$ cat config.mk
export PLATFORM = sky130hd
export DESIGN_NAME = spvm_divmod
export DESIGN_NICKNAME = d
export VERILOG_FILES = /design/src/rtl/spvm_pkg.sv /design/src/rtl/spvm_divmod.sv
export SDC_FILE = /design/constraint.sdc
export NUM_CORES = 1
export LEC_CHECK = 0
export BUFFER_PORTS_ARGS = -buffer_cell sky130_fd_sc_hd__buf_4
export CORE_UTILIZATION = 50
export DETAILED_ROUTE_END_ITERATION = 10
export PLACE_DENSITY = 0.8
export SLEW_MARGIN = 20
export SYNTH_ARGS = -nofsm -noshare
export SYNTH_HDL_FRONTEND = slang
export SYNTH_SLANG_ARGS = --single-unit
$ cat constraint.sdc
create_clock -name aclk -period 3.95 [get_ports aclk]
set_clock_uncertainty 0.1 [all_clocks]
set_input_delay 0.5925 -clock aclk [delete_from_list [all_inputs] [get_ports aclk]]
set_output_delay 0.5925 -clock aclk [all_outputs]
set_load 0.1 [all_outputs]
$ cat src/rtl/spvm_pkg.sv
// spvm_pkg: shared types, constants and operation codes for the voice mixer
// no dependencies
`timescale 1ns / 1ps

package spvm_pkg;

    localparam int VOICES        = 16;
    localparam int VOICE_BITS    = 4;
    localparam int SAMPLE_WORDS  = 65536;
    localparam int ADDR_BITS     = 16;
    localparam int FRACTION_BITS = 16;
    // one guard bit above the frame index so a step past the buffer end is kept
    localparam int POS_BITS      = 17 + FRACTION_BITS;
    localparam int GAIN_SHIFT    = FRACTION_BITS + 14;

    localparam logic [2:0] OP_WRITE = 3'd0;
    localparam logic [2:0] OP_START = 3'd1;
    localparam logic [2:0] OP_SET   = 3'd2;
    localparam logic [2:0] OP_STOP  = 3'd3;
    localparam logic [2:0] OP_QUERY = 3'd4;
    localparam logic [2:0] OP_TICK  = 3'd5;

    // per-voice parameters held in one memory word
    typedef struct packed {
        logic [15:0] base;
        logic [15:0] length;
        logic [15:0] loop_first;
        logic [15:0] loop_last;
        logic        loop_en;
        logic        stereo;
        logic [23:0] rate;
        logic [15:0] gain_l;
        logic [15:0] gain_r;
    } voice_par_t;

    localparam int PAR_BITS = $bits(voice_par_t);

endpackage

$ cat src/rtl/spvm_divmod.sv
// spvm_divmod: restoring remainder unit, one quotient bit per cycle
// depends on spvm_pkg
`timescale 1ns / 1ps

module spvm_divmod
    import spvm_pkg::*;
(
    input  logic                aclk,
    input  logic                aresetn,
    input  logic                start,
    input  logic [POS_BITS-1:0] dividend,
    input  logic [POS_BITS-1:0] divisor,
    output logic                done,
    output logic [POS_BITS-1:0] remainder
);

    localparam int CNT_BITS = $clog2(POS_BITS + 1);

    logic [POS_BITS-1:0] rem_reg, rem_next;
    logic [POS_BITS-1:0] quo_reg, quo_next;
    logic [POS_BITS-1:0] div_reg;
    logic [CNT_BITS-1:0] cnt_reg, cnt_next;
    logic                busy_reg, busy_next;
    logic [POS_BITS:0]   trial;

    // load on start, otherwise one shift-subtract step
    always_comb begin
        rem_next  = rem_reg;
        quo_next  = quo_reg;
        cnt_next  = cnt_reg;
        busy_next = busy_reg;
        trial     = {rem_reg, quo_reg[POS_BITS-1]};
        if (start) begin
            rem_next  = '0;
            quo_next  = dividend;
            cnt_next  = CNT_BITS'(POS_BITS);
            busy_next = 1'b1;
        end else if (busy_reg) begin
            quo_next = {quo_reg[POS_BITS-2:0], 1'b0};
            if (trial >= {1'b0, div_reg}) begin
                rem_next = POS_BITS'(trial - {1'b0, div_reg});
            end else begin
                rem_next = trial[POS_BITS-1:0];
            end
            cnt_next = cnt_reg - 1'b1;
            if (cnt_reg == CNT_BITS'(1)) begin
                busy_next = 1'b0;
            end
        end
    end

    always_ff @(posedge aclk) begin
        if (!aresetn) begin
            busy_reg <= 1'b0;
            cnt_reg  <= '0;
        end else begin
            busy_reg <= busy_next;
            cnt_reg  <= cnt_next;
        end
        rem_reg <= rem_next;
        quo_reg <= quo_next;
        if (start) begin
            div_reg <= divisor;
        end
    end

    assign done      = busy_reg && cnt_reg == CNT_BITS'(1);
    assign remainder = rem_next;

endmodule

==> metrics.log <==
[metrics] routed len/inst: 17.9 um
[metrics] via count of the first global-routing pass: 5350
[metrics] Yosys reg bits: 106
[metrics] crit path capture type: primary output
[metrics] R2R cell count: 15
[metrics] static leakage power: 0.00372 uW
[metrics] remaining max-slew budget at the tightest pin: 0.484
[metrics] total iterations of the first detailed-routing run: 5
[metrics] final standard cell utilization of the core: 0.739
[metrics] area fraction of the dominant cell type after synthesis: 0.318
[metrics] Global Route Usage Sum: 0.256
[metrics] max-slew violation count: 0
[metrics] root cell of the clock tree: sky130_fd_sc_hd__clkbuf_16
[metrics] distinct cell type count after synthesis: 63
[metrics] total power divided by cell area: 394 nW/um^2
[metrics] Rows: 40
[metrics] Core Box Area: 12100 um^2
[metrics] mean instance size in the synthesized netlist: 10.2 um^2
[metrics] leading cell types by total area after synthesis: sky130_fd_sc_hd__edfxtp_1 32%, sky130_fd_sc_hd__dfxtp_1 13%, sky130_fd_sc_hd__ha_1 7.0%
[metrics] top-level port count: 103
[metrics] horizontal die dimension: 114 um
[metrics] fin crit share: 1.06
[metrics] CTS H-Tree Depth: 3
[metrics] maximum achievable frequency: 238 MHz
[metrics] pin count of the biggest net entering global routing: 56
[metrics] overall die area: 12900 um^2
[metrics] mean number of vias per cell: 5.68
[metrics] Yosys top cell by area: sky130_fd_sc_hd__edfxtp_1
[metrics] pre-CTS WS: -0.0383 ns
[metrics] clock tree buffer depth: 2
[metrics] RSZ-0062 raised after global routing: yes
[metrics] wire length of the first global-routing pass: 25.8 mm
[metrics] summed instance area of the synthesized netlist: 6230 um^2
[metrics] EDFF count, synth: 66
[metrics] setup ws final: -0.256 ns
[metrics] HPWL after detailed placement: 11.3 mm
[metrics] most frequent cells after synthesis: 66 x sky130_fd_sc_hd__edfxtp_1, 46 x sky130_fd_sc_hd__inv_1, 42 x sky130_fd_sc_hd__nor2_1, 40 x sky130_fd_sc_hd__dfxtp_1, 39 x sky130_fd_sc_hd__nand2_1
[metrics] clock slew at the register clock pins of the worst setup and hold paths: 0.08 ns
[metrics] number of failing setup endpoints in the final timing report: 32
[metrics] cells traversed along the worst timing path: inv_1 > ha_2 > inv_2 > fa_2 > a21o_1 > a221oi_4 > a211oi_2 > o21a_1 > nand2b_4 > a41o_1 > or3b_4 > a41oi_4 > buf_12
[metrics] initial antenna violation count: 0
[metrics] Num CTS Buffers: 9
[metrics] ant diodes: 0
[metrics] routed vias: 5248
[metrics] CTS tree: built
[metrics] count of port buffers added during placement: 102
[metrics] most repeated cell in the gate-level netlist after synthesis: sky130_fd_sc_hd__edfxtp_1
[metrics] min cycle time layout: 4.21 ns
[metrics] final hold viol count: 0
[metrics] count of routing violations after the opening detailed-route iteration: 298
[metrics] share of the yosys chip area belonging to registers: 0.446
[metrics] post-layout net count: 856
[metrics] Async SR Flop Fraction: 0
[metrics] filler cell count in the final layout: 790
[metrics] Initial Utilization: 0.517
[metrics] remaining routing DRC violations: 0
[metrics] total congestion overflow: 0
[metrics] Synth Flop Type: sky130_fd_sc_hd__edfxtp_1
[metrics] critical path launch point type: flip-flop
[metrics] Crit Path Max Fanout: 4
[metrics] wirelength, routed: 16.5 mm
[metrics] critical path data arrival time: 3.51 ns
[metrics] final hold slack: 0.292 ns
[metrics] standard cell with the maximum stage delay on the critical path: sky130_fd_sc_hd__edfxtp_1
[metrics] share of layout cells above drive strength 1: 0.378
[metrics] transition time of the tightest slew-check pin: 0.774 ns
[metrics] post-synthesis instance total: 610
[metrics] Die Height: 114 um
[metrics] path type of the worst setup path: reg -> out
[metrics] antenna viol nets, final: 0
[metrics] run status: finished with violations
[metrics] CP peak stage delay: 0.38 ns
[metrics] classification of the worst-slack hold path: in -> reg
[metrics] weighted congestion at the end of routability-driven global placement: 0.875
[metrics] later-pin clock latency in the skew report: 0.37 ns
[metrics] violations in the final reports: setup timing
[metrics] worst-case vdd ir drop: 0.374 mV
[metrics] number of max-cap violations: 0
[metrics] number of clock sinks: 106
[metrics] total number of yosys warnings: 0
[metrics] Layout area overhead: 43.0%
[metrics] nets in the synthesized netlist: 715
[metrics] data required time of the critical path: 3.26 ns
[metrics] worst hold path stage count: 1
cells by family after synthesis:
logic type,share of synthesized area
AOI/OAI and AO/OA,0.182
and+or+nand+nor,0.115
DFF,0.446
buffers and inverters,0.0468
muxes,0.0934
adders and majority gates,0.0735
xor gates and xnor gates,0.0422
where the power goes:
part / internal, uW / switching [uW] / leakage, uW
combinational: 555 / 744 / 0.00260
clock: 438 / 437 / 0.000140
sequential: 1280 / 58.1 / 0.000983
total: 2280 / 1240 / 0.00372
critical path, delay by kind of cell (launching register included):
kind | cells | cell delay, ns
compound gates | 6 | 1.34
fa+ha+maj | 2 | 0.53
buf+inv | 3 | 0.33
flops | 1 | 0.38
simple gates | 2 | 0.56
placed cells by master, fill, tap and decap left out, types with 6 or more instances in the layout:
cell type / instances
sky130_fd_sc_hd__nor2b_1: 6
sky130_fd_sc_hd__ha_1: 30
sky130_fd_sc_hd__mux2_2: 32
sky130_fd_sc_hd__and2_1: 7
sky130_fd_sc_hd__a211oi_4: 16
sky130_fd_sc_hd__edfxtp_1: 66
sky130_fd_sc_hd__o21ai_0: 17
sky130_fd_sc_hd__o21ai_4: 7
sky130_fd_sc_hd__a31oi_1: 8
sky130_fd_sc_hd__mux2i_1: 13
sky130_fd_sc_hd__a21oi_1: 30
sky130_fd_sc_hd__buf_12: 35
sky130_fd_sc_hd__a21o_1: 20
sky130_fd_sc_hd__inv_1: 45
sky130_fd_sc_hd__mux2i_2: 7
sky130_fd_sc_hd__o21ai_2: 9
sky130_fd_sc_hd__clkbuf_16: 11
sky130_fd_sc_hd__nand3_1: 8
sky130_fd_sc_hd__dfxtp_1: 39
sky130_fd_sc_hd__and3_1: 12
sky130_fd_sc_hd__buf_4: 111
sky130_fd_sc_hd__nand2_1: 38
sky130_fd_sc_hd__nor2_1: 42
sky130_fd_sc_hd__xnor2_1: 17
sky130_fd_sc_hd__xor2_1: 11
final timing paths:
kind	slack [ns]	endpoint	start
min	0.29	div_reg[9]$_DFFE_PP_	divisor[9]
max	-0.26	remainder[26]	quo_reg[32]$_DFFE_PP_
max reg2reg	0.64	rem_reg[16]$_DFF_P_	quo_reg[32]$_DFFE_PP_
min reg2reg	0.44	cnt_reg[1]$_SDFFE_PP0P_	cnt_reg[1]$_SDFFE_PP0P_
what timing repair did:
item | in CTS | in global routing
pin swaps | 24 | 17
gates resized for setup | 116 | 46
gates cloned | 0 | 2
hold buffers | 0 | 0
setup buffers | 8 | 16
endpoints found under the setup margin | 33 | 33
cell type report:
cell class,instances,area (um^2),area share
clock buffer,9,225,0.0253
clock inverter,7,61.3,0.00688
inverter,46,173,0.0194
multi-input combinational,434,3800,0.427
sequential,106,2780,0.312
tap,168,210,0.0236
timing repair buffer,154,1660,0.186
routing by layer:
metal,vias to the layer above,wire [um],track usage
met3,34,1060,0.0840
met5,-,0,0
met1,2526,6840,0.299
li1,2521,-,-
met2,167,8210,0.440
met4,0,402,0.0895
through the flow:
step | area, um^2 | total power, uW | std cells | TNS (ns)
after floorplan | 6600 | 2150 | 610 | -0.930
after global placement | 7660 | 2390 | 882 | 0
after detailed placement | 7660 | 2410 | 882 | -0.0475
after CTS | 8500 | 3410 | 906 | -2.58
after global routing | 8910 | 3670 | 924 | -10.24
final | 8910 | 3510 | 924 | -5.80
Power figures use the tool's default switching activity.
